`src/hw/rtl/sha256mh_pkg.sv`:
```
// package for the sha-256 message hasher
// transaction structs, sequencer states, round constants and initial hash values
// no dependencies
package sha256mh_pkg;

  // input transaction: one message byte (or none) and the end-of-message flag
  typedef struct packed {
    logic [7:0] data_byte;
    logic       byte_present;
    logic       last;
  } in_item_t;

  // result transaction: one digest word
  typedef struct packed {
    logic [31:0] digest_word;
    logic [2:0]  word_index;
    logic        last_word;
  } out_item_t;

  // top-level sequencer
  typedef enum logic [1:0] {
    ST_IDLE,
    ST_COMP,
    ST_PAD,
    ST_OUT
  } hsh_state_t;

  // round unit sequencer
  typedef enum logic [1:0] {
    RND_IDLE,
    RND_RUN,
    RND_ADD
  } rnd_state_t;

  // requests from the top-level sequencer to the round unit
  typedef struct packed {
    logic       load_byte;
    logic [7:0] byte_val;
    logic       start;
    logic       init;
  } rnd_ctl_t;

  localparam logic [7:0] PAD_MARK  = 8'h80;
  localparam logic [5:0] LEN_POS   = 6'd56;
  localparam logic [5:0] LAST_FILL = 6'd63;
  localparam logic [5:0] LAST_RND  = 6'd63;
  localparam logic [2:0] LAST_IDX  = 3'd7;

  // initial hash values, word 0 in the low slot
  localparam logic [7:0][31:0] H_INIT = {
    32'h5be0cd19, 32'h1f83d9ab, 32'h9b05688c, 32'h510e527f,
    32'ha54ff53a, 32'h3c6ef372, 32'hbb67ae85, 32'h6a09e667
  };

  localparam logic [31:0] K_TABLE [64] = '{
    32'h428a2f98, 32'h71374491, 32'hb5c0fbcf, 32'he9b5dba5,
    32'h3956c25b, 32'h59f111f1, 32'h923f82a4, 32'hab1c5ed5,
    32'hd807aa98, 32'h12835b01, 32'h243185be, 32'h550c7dc3,
    32'h72be5d74, 32'h80deb1fe, 32'h9bdc06a7, 32'hc19bf174,
    32'he49b69c1, 32'hefbe4786, 32'h0fc19dc6, 32'h240ca1cc,
    32'h2de92c6f, 32'h4a7484aa, 32'h5cb0a9dc, 32'h76f988da,
    32'h983e5152, 32'ha831c66d, 32'hb00327c8, 32'hbf597fc7,
    32'hc6e00bf3, 32'hd5a79147, 32'h06ca6351, 32'h14292967,
    32'h27b70a85, 32'h2e1b2138, 32'h4d2c6dfc, 32'h53380d13,
    32'h650a7354, 32'h766a0abb, 32'h81c2c92e, 32'h92722c85,
    32'ha2bfe8a1, 32'ha81a664b, 32'hc24b8b70, 32'hc76c51a3,
    32'hd192e819, 32'hd6990624, 32'hf40e3585, 32'h106aa070,
    32'h19a4c116, 32'h1e376c08, 32'h2748774c, 32'h34b0bcb5,
    32'h391c0cb3, 32'h4ed8aa4a, 32'h5b9cca4f, 32'h682e6ff3,
    32'h748f82ee, 32'h78a5636f, 32'h84c87814, 32'h8cc70208,
    32'h90befffa, 32'ha4506ceb, 32'hbef9a3f7, 32'hc67178f2
  };

endpackage

```
`src/hw/rtl/sha256_message_hasher.sv`:
```
// top level of the sha-256 message hasher: byte intake, padding sequencer, digest output
// instantiates sha256mh_round, depends on sha256mh_pkg
// Hashes a byte stream with SHA-256. Each input transaction carries one message byte
// (when byte_present is set) and a last flag; last closes the message, with or without
// a byte, and an empty message is hashed by a transaction with no byte and last set.
// Bytes are shifted one per cycle, while in_stall is low, into a 64-byte line; each
// full block is compressed by one shared round unit after its 64th byte (64 rounds,
// then the chaining add), during which in_stall is high. After last the block inserts
// the 0x80 marker, zero fill and the 64-bit big-endian bit count one byte per cycle
// (one or two more blocks), then shows the eight digest words, word 0 first, one per
// out transaction, and restarts for the next message. No input is taken while digest
// words are pending.
module sha256_message_hasher
  import sha256mh_pkg::*;
(
  input  logic      clk,
  input  logic      rst_n,
  input  logic      in_valid,
  output logic      in_stall,
  input  in_item_t  in_data,
  output logic      out_valid,
  input  logic      out_stall,
  output out_item_t out_data
);

  hsh_state_t  state_r, state_nxt;
  logic [5:0]  fill_r, fill_nxt;           // bytes held in the current block
  logic [63:0] bit_total_r, bit_total_nxt; // message length in bits, wraps
  logic        pad_r, pad_nxt;             // message closed, padding in progress
  logic        first_pad_r, first_pad_nxt; // marker byte still to be written
  logic        final_blk_r, final_blk_nxt; // current block carries the length
  logic [2:0]  idx_r, idx_nxt;             // digest word on the output

  rnd_ctl_t         ctl;
  logic             rnd_done;
  logic [7:0][31:0] chain;
  logic [7:0]       len_byte, pad_byte;

  sha256mh_round u_round (
    .clk   (clk),
    .rst_n (rst_n),
    .ctl   (ctl),
    .done  (rnd_done),
    .chain (chain)
  );

  // big-endian length byte for slot 56..63 of the final block
  assign len_byte = 8'(bit_total_r >> {~fill_r[2:0], 3'b000});

  always_comb begin
    if (first_pad_r) begin
      pad_byte = PAD_MARK;
    end else if (final_blk_r && (fill_r >= LEN_POS)) begin
      pad_byte = len_byte;
    end else begin
      pad_byte = 8'h00;
    end
  end

  // next state
  always_comb begin
    state_nxt = state_r;
    unique case (state_r)
      ST_IDLE: begin
        if (in_valid) begin
          if (in_data.byte_present && (fill_r == LAST_FILL)) begin
            state_nxt = ST_COMP;
          end else if (in_data.last) begin
            state_nxt = ST_PAD;
          end
        end
      end
      ST_PAD: if (fill_r == LAST_FILL) state_nxt = ST_COMP;
      ST_COMP: begin
        if (rnd_done) begin
          // data block done; padding may still owe the marker or the length block
          if (!pad_r) begin
            state_nxt = ST_IDLE;
          end else if (first_pad_r || !final_blk_r) begin
            state_nxt = ST_PAD;
          end else begin
            state_nxt = ST_OUT;
          end
        end
      end
      ST_OUT: if (!out_stall && (idx_r == LAST_IDX)) state_nxt = ST_IDLE;
      default: state_nxt = ST_IDLE;
    endcase
  end

  // datapath control and register updates
  always_comb begin
    fill_nxt      = fill_r;
    bit_total_nxt = bit_total_r;
    pad_nxt       = pad_r;
    first_pad_nxt = first_pad_r;
    final_blk_nxt = final_blk_r;
    idx_nxt       = idx_r;
    ctl           = '0;
    unique case (state_r)
      ST_IDLE: begin
        if (in_valid) begin
          pad_nxt       = in_data.last;
          first_pad_nxt = 1'b1;
          if (in_data.byte_present) begin
            ctl.load_byte = 1'b1;
            ctl.byte_val  = in_data.data_byte;
            fill_nxt      = fill_r + 6'd1;
            bit_total_nxt = bit_total_r + 64'd8;
            ctl.start     = (fill_r == LAST_FILL);
          end
        end
      end
      ST_PAD: begin
        ctl.load_byte = 1'b1;
        ctl.byte_val  = pad_byte;
        fill_nxt      = fill_r + 6'd1;
        first_pad_nxt = 1'b0;
        // the length fits behind the marker only if the marker lands before slot 56
        if (first_pad_r) final_blk_nxt = (fill_r < LEN_POS);
        ctl.start = (fill_r == LAST_FILL);
      end
      ST_COMP: begin
        if (rnd_done && pad_r && !first_pad_r && !final_blk_r) final_blk_nxt = 1'b1;
      end
      ST_OUT: begin
        if (!out_stall) begin
          idx_nxt = idx_r + 3'd1;
          if (idx_r == LAST_IDX) begin
            // restart for the next message
            ctl.init      = 1'b1;
            fill_nxt      = '0;
            bit_total_nxt = '0;
            pad_nxt       = 1'b0;
          end
        end
      end
      default: ;
    endcase
  end

  always_ff @(posedge clk) begin
    if (!rst_n) begin
      state_r     <= ST_IDLE;
      fill_r      <= '0;
      bit_total_r <= '0;
      pad_r       <= 1'b0;
      first_pad_r <= 1'b0;
      final_blk_r <= 1'b0;
      idx_r       <= '0;
    end else begin
      state_r     <= state_nxt;
      fill_r      <= fill_nxt;
      bit_total_r <= bit_total_nxt;
      pad_r       <= pad_nxt;
      first_pad_r <= first_pad_nxt;
      final_blk_r <= final_blk_nxt;
      idx_r       <= idx_nxt;
    end
  end

  // handshake and result payload, all from registers
  assign in_stall              = (state_r != ST_IDLE);
  assign out_valid             = (state_r == ST_OUT);
  assign out_data.digest_word  = chain[idx_r];
  assign out_data.word_index   = idx_r;
  assign out_data.last_word    = (idx_r == LAST_IDX);

endmodule

```
`src/hw/rtl/sha256mh_round.sv`:
```
// shared round unit: block buffer / schedule shift line, working variables, chaining words
// one compression round per cycle under a small sequencer
// depends on sha256mh_pkg
module sha256mh_round
  import sha256mh_pkg::*;
(
  input  logic             clk,
  input  logic             rst_n,
  input  rnd_ctl_t         ctl,
  output logic             done,
  output logic [7:0][31:0] chain
);

  rnd_state_t       state_r, state_nxt;
  logic [5:0]       rnd_r, rnd_nxt;
  logic [511:0]     msg_r, msg_nxt;
  logic [7:0][31:0] wv_r, wv_nxt;
  logic [7:0][31:0] chain_r, chain_nxt;

  logic [31:0] w0, w1, w9, w14, w_new;
  logic [31:0] s0, s1, bs0, bs1, ch, maj, t1, t2;

  function automatic logic [31:0] ror(input logic [31:0] x, input int n);
    ror = (x >> n) | (x << (32 - n));
  endfunction

  // window of the schedule line: word 0 is the current round's word
  assign w0  = msg_r[511:480];
  assign w1  = msg_r[479:448];
  assign w9  = msg_r[223:192];
  assign w14 = msg_r[63:32];

  always_comb begin
    s0    = ror(w1, 7) ^ ror(w1, 18) ^ (w1 >> 3);
    s1    = ror(w14, 17) ^ ror(w14, 19) ^ (w14 >> 10);
    w_new = s1 + w9 + s0 + w0;
    bs1   = ror(wv_r[4], 6) ^ ror(wv_r[4], 11) ^ ror(wv_r[4], 25);
    bs0   = ror(wv_r[0], 2) ^ ror(wv_r[0], 13) ^ ror(wv_r[0], 22);
    ch    = (wv_r[4] & wv_r[5]) ^ (~wv_r[4] & wv_r[6]);
    maj   = (wv_r[0] & wv_r[1]) ^ (wv_r[0] & wv_r[2]) ^ (wv_r[1] & wv_r[2]);
    t1    = wv_r[7] + bs1 + ch + K_TABLE[rnd_r] + w0;
    t2    = bs0 + maj;
  end

  always_comb begin
    state_nxt = state_r;
    unique case (state_r)
      RND_IDLE: if (ctl.start) state_nxt = RND_RUN;
      RND_RUN:  if (rnd_r == LAST_RND) state_nxt = RND_ADD;
      RND_ADD:  state_nxt = RND_IDLE;
      default:  state_nxt = RND_IDLE;
    endcase
  end

  always_comb begin
    rnd_nxt   = rnd_r;
    msg_nxt   = msg_r;
    wv_nxt    = wv_r;
    chain_nxt = chain_r;
    done      = 1'b0;
    unique case (state_r)
      RND_IDLE: begin
        if (ctl.load_byte) msg_nxt = {msg_r[503:0], ctl.byte_val};
        if (ctl.start) begin
          wv_nxt  = chain_r;
          rnd_nxt = '0;
        end
        if (ctl.init) chain_nxt = H_INIT;
      end
      RND_RUN: begin
        msg_nxt = {msg_r[479:0], w_new};
        wv_nxt  = {wv_r[6:4], wv_r[3] + t1, wv_r[2:0], t1 + t2};
        rnd_nxt = rnd_r + 6'd1;
      end
      RND_ADD: begin
        for (int i = 0; i < 8; i++) chain_nxt[i] = chain_r[i] + wv_r[i];
        done = 1'b1;
      end
      default: ;
    endcase
  end

  always_ff @(posedge clk) begin
    if (!rst_n) begin
      state_r <= RND_IDLE;
      rnd_r   <= '0;
      chain_r <= H_INIT;
    end else begin
      state_r <= state_nxt;
      rnd_r   <= rnd_nxt;
      chain_r <= chain_nxt;
    end
  end

  always_ff @(posedge clk) begin
    msg_r <= msg_nxt;
    wv_r  <= wv_nxt;
  end

  assign chain = chain_r;

endmodule

```
`config.mk`:
```
export PLATFORM = sky130hd
export DESIGN_NAME = sha256_message_hasher
export DESIGN_NICKNAME = d
export VERILOG_FILES = /design/src/hw/rtl/sha256mh_pkg.sv /design/src/hw/rtl/sha256_message_hasher.sv /design/src/hw/rtl/sha256mh_round.sv
export SDC_FILE = /design/constraint.sdc
export NUM_CORES = 2
export LEC_CHECK = 0
export BUFFER_PORTS_ARGS = -buffer_cell sky130_fd_sc_hd__clkbuf_2
export CORE_ASPECT_RATIO = 0.9
export CORE_MARGIN = 10
export CORE_UTILIZATION = 40
export CTS_CLUSTER_DIAMETER = 80
export DETAILED_ROUTE_END_ITERATION = 6
export GPL_TIMING_DRIVEN = 0
export PLACE_DENSITY = 0.63
export SETUP_SLACK_MARGIN = 0.4
export SYNTH_ARGS = -nofsm -noshare
export SYNTH_HDL_FRONTEND = slang
export SYNTH_HIERARCHICAL = 1
export SYNTH_SLANG_ARGS = --single-unit
```
`constraint.sdc`:
```
create_clock -name clk -period 29.2 [get_ports clk]
set_clock_uncertainty 0.2 [all_clocks]
set_input_delay 2.92 -clock clk [delete_from_list [all_inputs] [get_ports clk]]
set_output_delay 2.92 -clock clk [all_outputs]
set_load 0.01 [all_outputs]
```
# Word level (Yosys, flattened, before mapping)
# Memories as Yosys holds them, arrays and structs flattened.
# Index checks and enable logic that the tools add are counted.
# totals
register_bits	1110
mem_bits_ro	2048
input_bits	14
output_inout_bits	38
memories	1
# op_classes
addsub	22
order_cmp	4
n_eq_ne	22
shift	1
mux	52
n_bitwise	30
reduce_logical	30
# memory_table
name	words	width	read_ports	rd_ports_with_merged_regs	write_ports	line_no	text
(no name shown)	64	32	1	0	0	sha256mh_round.sv:41	t1 = wv_r[7] + bs1 + ch + K_TABLE[rnd_r] + w0;
# op_table
operator	n
$pmux 256 s2	2
$pmux 512 s2	1
$add 32x32->32	18
$mux 256	2
$mux 512	1
$xor 32x32->32	9
$mux 64	4
$and 32x32->32	5
$pmux 64 s2	1
$bmux 32 s3	1
$mux 32	3
$add 64x4->64 const B	1
$shr 64x6->8	1
$not 32->32	1
$or 10x32->32	1
$or 13x32->32	1
$or 14x32->32	1
$or 15x32->32	1
$or 19x32->32	1
$or 21x32->32	1
$or 25x32->32	1
$or 26x32->32	1
$or 30x32->32	1
$or 7x32->32	1
other kinds (39)	101

# Depth between registers and ports, before layout
# depth
word_depth	9
depth_mapped	36
mapped_depth_nobuf	34

# By module
# The synthesis kept the hierarchy.
# modules_own_cells
mod	n_inst	cells_each	area_each_um2
sha256mh_round	1	7796	69045.0
sha256_message_hasher	1	632	6128.4

# Worst setup path after synthesis
# Ideal clock, no wire load.
# synth_path
path_type	in2reg
startpoint	in in_valid
endpoint	reg u_round.msg_r[0], enable pin
setup_ns	1.405
t_arrival_ns	24.598
path_slack_ns	2.996
stages	5
n_path_buf	0
cell_sequence	and3_1 -> nor2_1 -> inv_1 -> nor2_1 -> nor2_1
# synth_rtl
item	line_no	text
start, declared	sha256_message_hasher.sv:18	input logic in_valid,
end signal, assigned	sha256mh_round.sv:96	msg_r <= msg_nxt;
end, declared	sha256mh_round.sv:16	logic [511:0] msg_r, msg_nxt;

==> impl_metrics.json <==
{
  "synth_compound_area_frac": 0.1465,
  "syn_area_per_cell_um2": 8.919,
  "synth_edf_count": 768,
  "synth_warnings": 6,
  "syn_nets": 9039,
  "path_buf_inv": 3,
  "critical_path.max_fanout": 13,
  "cp-startpoint": "u_round/rnd_r[1]",
  "yosys.area_share.xor_xnor": 0.07016,
  "async_flop_share": 0,
  "crit_path_start_kind": "flop",
  "root_buffer": "clkbuf_16",
  "multi_input_area_mm2": 0.04186,
  "reg2reg_depth": 33,
  "clock_latency_ps": 810,
  "slowest_delay_ps": 1030,
  "nets": 9255,
  "ys.flop_type": "edfxtp_1",
  "p_seq_frac": 0.323,
  "synth-adder-area-share": 0.1218,
  "wirelength_um": 307200,
  "hold_viol": 0,
  "rsz0062_at_grt": "no",
  "seq_area_frac_synth": 0.3971,
  "die_height_um": 431.3,
  "finalMaxSlewViolations": 44,
  "post_cts_buffers": 0,
  "ios": 52,
  "rr_endpoint": "u_round/wv_r[31]",
  "dp_hpwl_um": 237600,
  "critical_path_depth": 33,
  "wl_per_cell_um": 27.25,
  "synth_top_family_by_area": "simple AND/OR/NAND/NOR gates",
  "drc": 0,
  "ys_ff_latch": 1107,
  "netlist_instances": 8428,
  "synthMuxAreaShare": 0.03700,
  "drt-vias-per-instance": 5.838,
  "grt_pass1_vias": 61200,
  "stdcell_count": 11270,
  "cpMostUsedCell": "a21oi_1",
  "cts_max_level": 4,
  "final_layout_size_suffix_gt1_frac": 0.05790,
  "setup.worst_path.end": "u_round/wv_r[31]",
  "status": "complete, but fails checks",
  "power_frac_clock": 0.299,
  "violations": "max-capacitance violations, max-slew violations",
  "die_w_um": 477.0,
  "drt_iter0_drc": 9291,
  "overflow": 0,
  "place_congestion": 1.001,
  "cts_buffers": 136,
  "grt_max_degree": 60,
  "r2r-start": "u_round/rnd_r[1]",
  "p_per_area_mw_per_mm2": 69.21,
  "vdd_drop_max_v": 0.00006453,
  "worst_slew_pin_slew_ps": 1662,
  "core-area_mm2": 0.1864,
  "start_util": 0.4034,
  "intPower_mw": 3.603,
  "ys_types": 105,
  "drv_cap": 5,
  "cts_resized": 0,
  "nFillCells": 18150,
  "seqCellArea_mm2": 0.02985,
  "reg2reg_slack_ps": 16910,
  "worstPathArrival_ps": 12720,
  "setup_viol": 0,
  "power_mw": 5.791,
  "syn-cell-area_mm2": 0.07517,
  "grt_pass1_wl_um": 435800,
  "clk_pin_slew_worst_paths_ps": 60,
  "ant_nets": 0,
  "finalCriticalPeriod_ps": 12290,
  "track_usage": 0.2861,
  "end_kind": "flop",
  "via_count": 65800,
  "dieArea_mm2": 0.2057,
  "p_switching_mw": 2.188,
  "worstHoldPathCells": 2,
  "p_comb_frac": 0.378,
  "dp.cells": 11010,
  "yosys.area_share.simple": 0.1809,
  "cts_hold_buf": 0,
  "slew_headroom": -0.1080,
  "finalCritPeriodShare": 0.4209,
  "num_rows": 150,
  "cts_tree": "built",
  "fmaxAchievable_ghz": 0.08137,
  "p_leak_nw": 33.67,
  "antenna_found_initial": 21,
  "dr.pass1.iters": 7,
  "critPathKind": "reg -> reg",
  "switching_share": 0.3779,
  "area_growth_pct": 11.31,
  "hold_class": "reg -> reg",
  "cp.required_ps": 29630,
  "io_buffers": 51,
  "clk_path_buf_depth": 3,
  "critPathSlowestCell": "o22ai_1",
  "cts.sinks": 1107,
  "crit_family": "compound AO/OA/AOI/OAI gates"
}
## synth_stat cells (12+ instances only)
cell	count	area [µm²]
inv_1	444	1667
o21a_1	41	307.8
and4_1	12	105.1
mux2_2	66	743.2
o21ai_0	464	2322
nand4_1	43	269.0
o22ai_1	86	538.0
maj3_1	21	210.2
edfxtp_1	768	23060
mux4_2	82	1847
nor4_1	23	143.9
and2_1	20	125.1
a21oi_1	439	2197
nand3b_1	12	90.09
o211ai_1	43	322.8
a21o_1	196	1471
buf_1	43	161.4
or2_2	12	75.07
fa_1	197	3944
nor3_1	84	420.4
nand2_1	2353	8832
ha_1	400	5005
a211oi_1	50	375.4
a22oi_1	62	465.5
nand3_1	98	490.5
nor2_1	289	1085
a31oi_1	51	319.1
dfxtp_1	339	6787
clkbuf_1	435	1633
a211o_1	12	105.1
o21ai_1	51	255.2
xnor2_1	357	3127
or4_1	14	105.1
or3_1	56	350.3
nand2b_1	56	350.3
o21bai_1	53	397.9
nor2b_1	112	700.7
o31ai_1	43	322.8
and3_1	37	231.5
mux2i_1	18	180.2
xor2_1	240	2102
## power by group through the flow
stage | Combinational, mW | Sequential [mW] | Clock [mW]
6_report | 2.19 | 1.87 | 1.73
5_1_grt | 2.35 | 1.88 | 1.82
4_1_cts | 2.13 | 1.87 | 1.76
3_5_place_dp | 2.10 | 1.90 | 0
3_3_place_gp | 2.08 | 2.02 | 0
2_1_floorplan | 1.46 | 1.95 | 0
## tightest hold or removal path, cell delays in order (launching register included)
cell and delay (ps):
dfxtp_1 330, nand2_1 60, o21ai_0 60
## through the flow
stage | hold slack (ps) | util | cell area [µm²] | TNS, ps | setup WS [ps]
after floorplan | 242.4 | - | 75170 | 0 | 2996
after global placement | 264.0 | 0.4216 | 78570 | -3241010 | -6430
after detailed placement | 288.0 | 0.4246 | 79130 | 0 | 17600
after CTS | 299.6 | 0.4489 | 83660 | 0 | 17530
after global routing | 325.3 | 0.4490 | 83670 | 0 | 16680
final | 305.1 | 0.4490 | 83680 | 0 | 16910
## cells by family (layout without fill, tap and decap cells)
family / after synthesis / count (layout)
AO/OA/AOI/OAI: 1761 / 1761
XOR/XNOR: 599 / 599
adder cells (fa/ha/maj): 618 / 618
buffers and inverters: 930 / 1259
flip-flops: 1107 / 1107
multiplexers: 167 / 167
other: 0 / 5
AND/OR/NAND/NOR: 3246 / 3246
## state kept, by name (all words and copies together), names as in the netlist
name,cells
bit_total_r,61
fill_r,6
final_blk_r,1
first_pad_r,1
idx_r,3
pad_r,1
state_r,2
u_round/chain,256
u_round/msg_r,512
u_round/rnd_r,6
u_round/state_r,2
u_round/wv_r,256
## cell type report
type | instances | share of cell area
tap | 2508 | 0.03750
buffer | 483 | 0.02208
multi-input combinational | 6391 | 0.5002
clock buffer | 181 | 0.04427
inverter | 447 | 0.02005
antenna | 5 | 0.0001495
clock inverter | 70 | 0.009854
sequential | 1107 | 0.3567
timing repair buffer | 78 | 0.009136
## layer usage
layer	wire length, µm	vias up	part of all wire	track usage
met5	97	-	0.00032	0
met4	11110	14	0.036	0.09610
met3	35050	543	0.11	0.07479
met2	125200	3578	0.41	0.4078
met1	135700	32100	0.44	0.4175
li1	-	29560	-	-
## how the worst min path moves through the flow
| stage | start | slack [ps] | to |
|---|---|---|---|
| after floorplan | u_round/chain[127] | 240 | u_round/chain[127] |
| after global placement | bit_total_r[63] | 260 | bit_total_r[63] |
| after detailed placement | bit_total_r[63] | 290 | bit_total_r[63] |
| after CTS | bit_total_r[61] | 300 | bit_total_r[61] |
| after global routing | u_round/chain[18] | 330 | u_round/chain[18] |
| final | u_round/chain[24] | 310 | u_round/chain[24] |
## placed cells by master, fill, tap and decap left out, types with 43 or more instances in the layout
| master | n |
|---|---|
| nand2_1 | 2352 |
| a22oi_1 | 62 |
| nand4_1 | 43 |
| a31oi_1 | 51 |
| xor2_1 | 240 |
| nand2b_1 | 56 |
| o21ai_0 | 461 |
| clkbuf_1 | 448 |
| mux2_2 | 66 |
| ha_1 | 400 |
| dfxtp_1 | 339 |
| xnor2_1 | 357 |
| nor3_1 | 84 |
| nand3_1 | 98 |
| nor2b_1 | 112 |
| clkbuf_2 | 73 |
| fa_1 | 197 |
| o21ai_1 | 54 |
| a21o_1 | 196 |
| or3_1 | 56 |
| a211oi_1 | 50 |
| inv_1 | 444 |
| a21oi_1 | 439 |
| nor2_1 | 288 |
| clkbuf_16 | 138 |
| o22ai_1 | 86 |
| o21bai_1 | 53 |
| mux4_2 | 82 |
| edfxtp_1 | 768 |
| o211ai_1 | 43 |
Power figures use the tool's default switching activity.
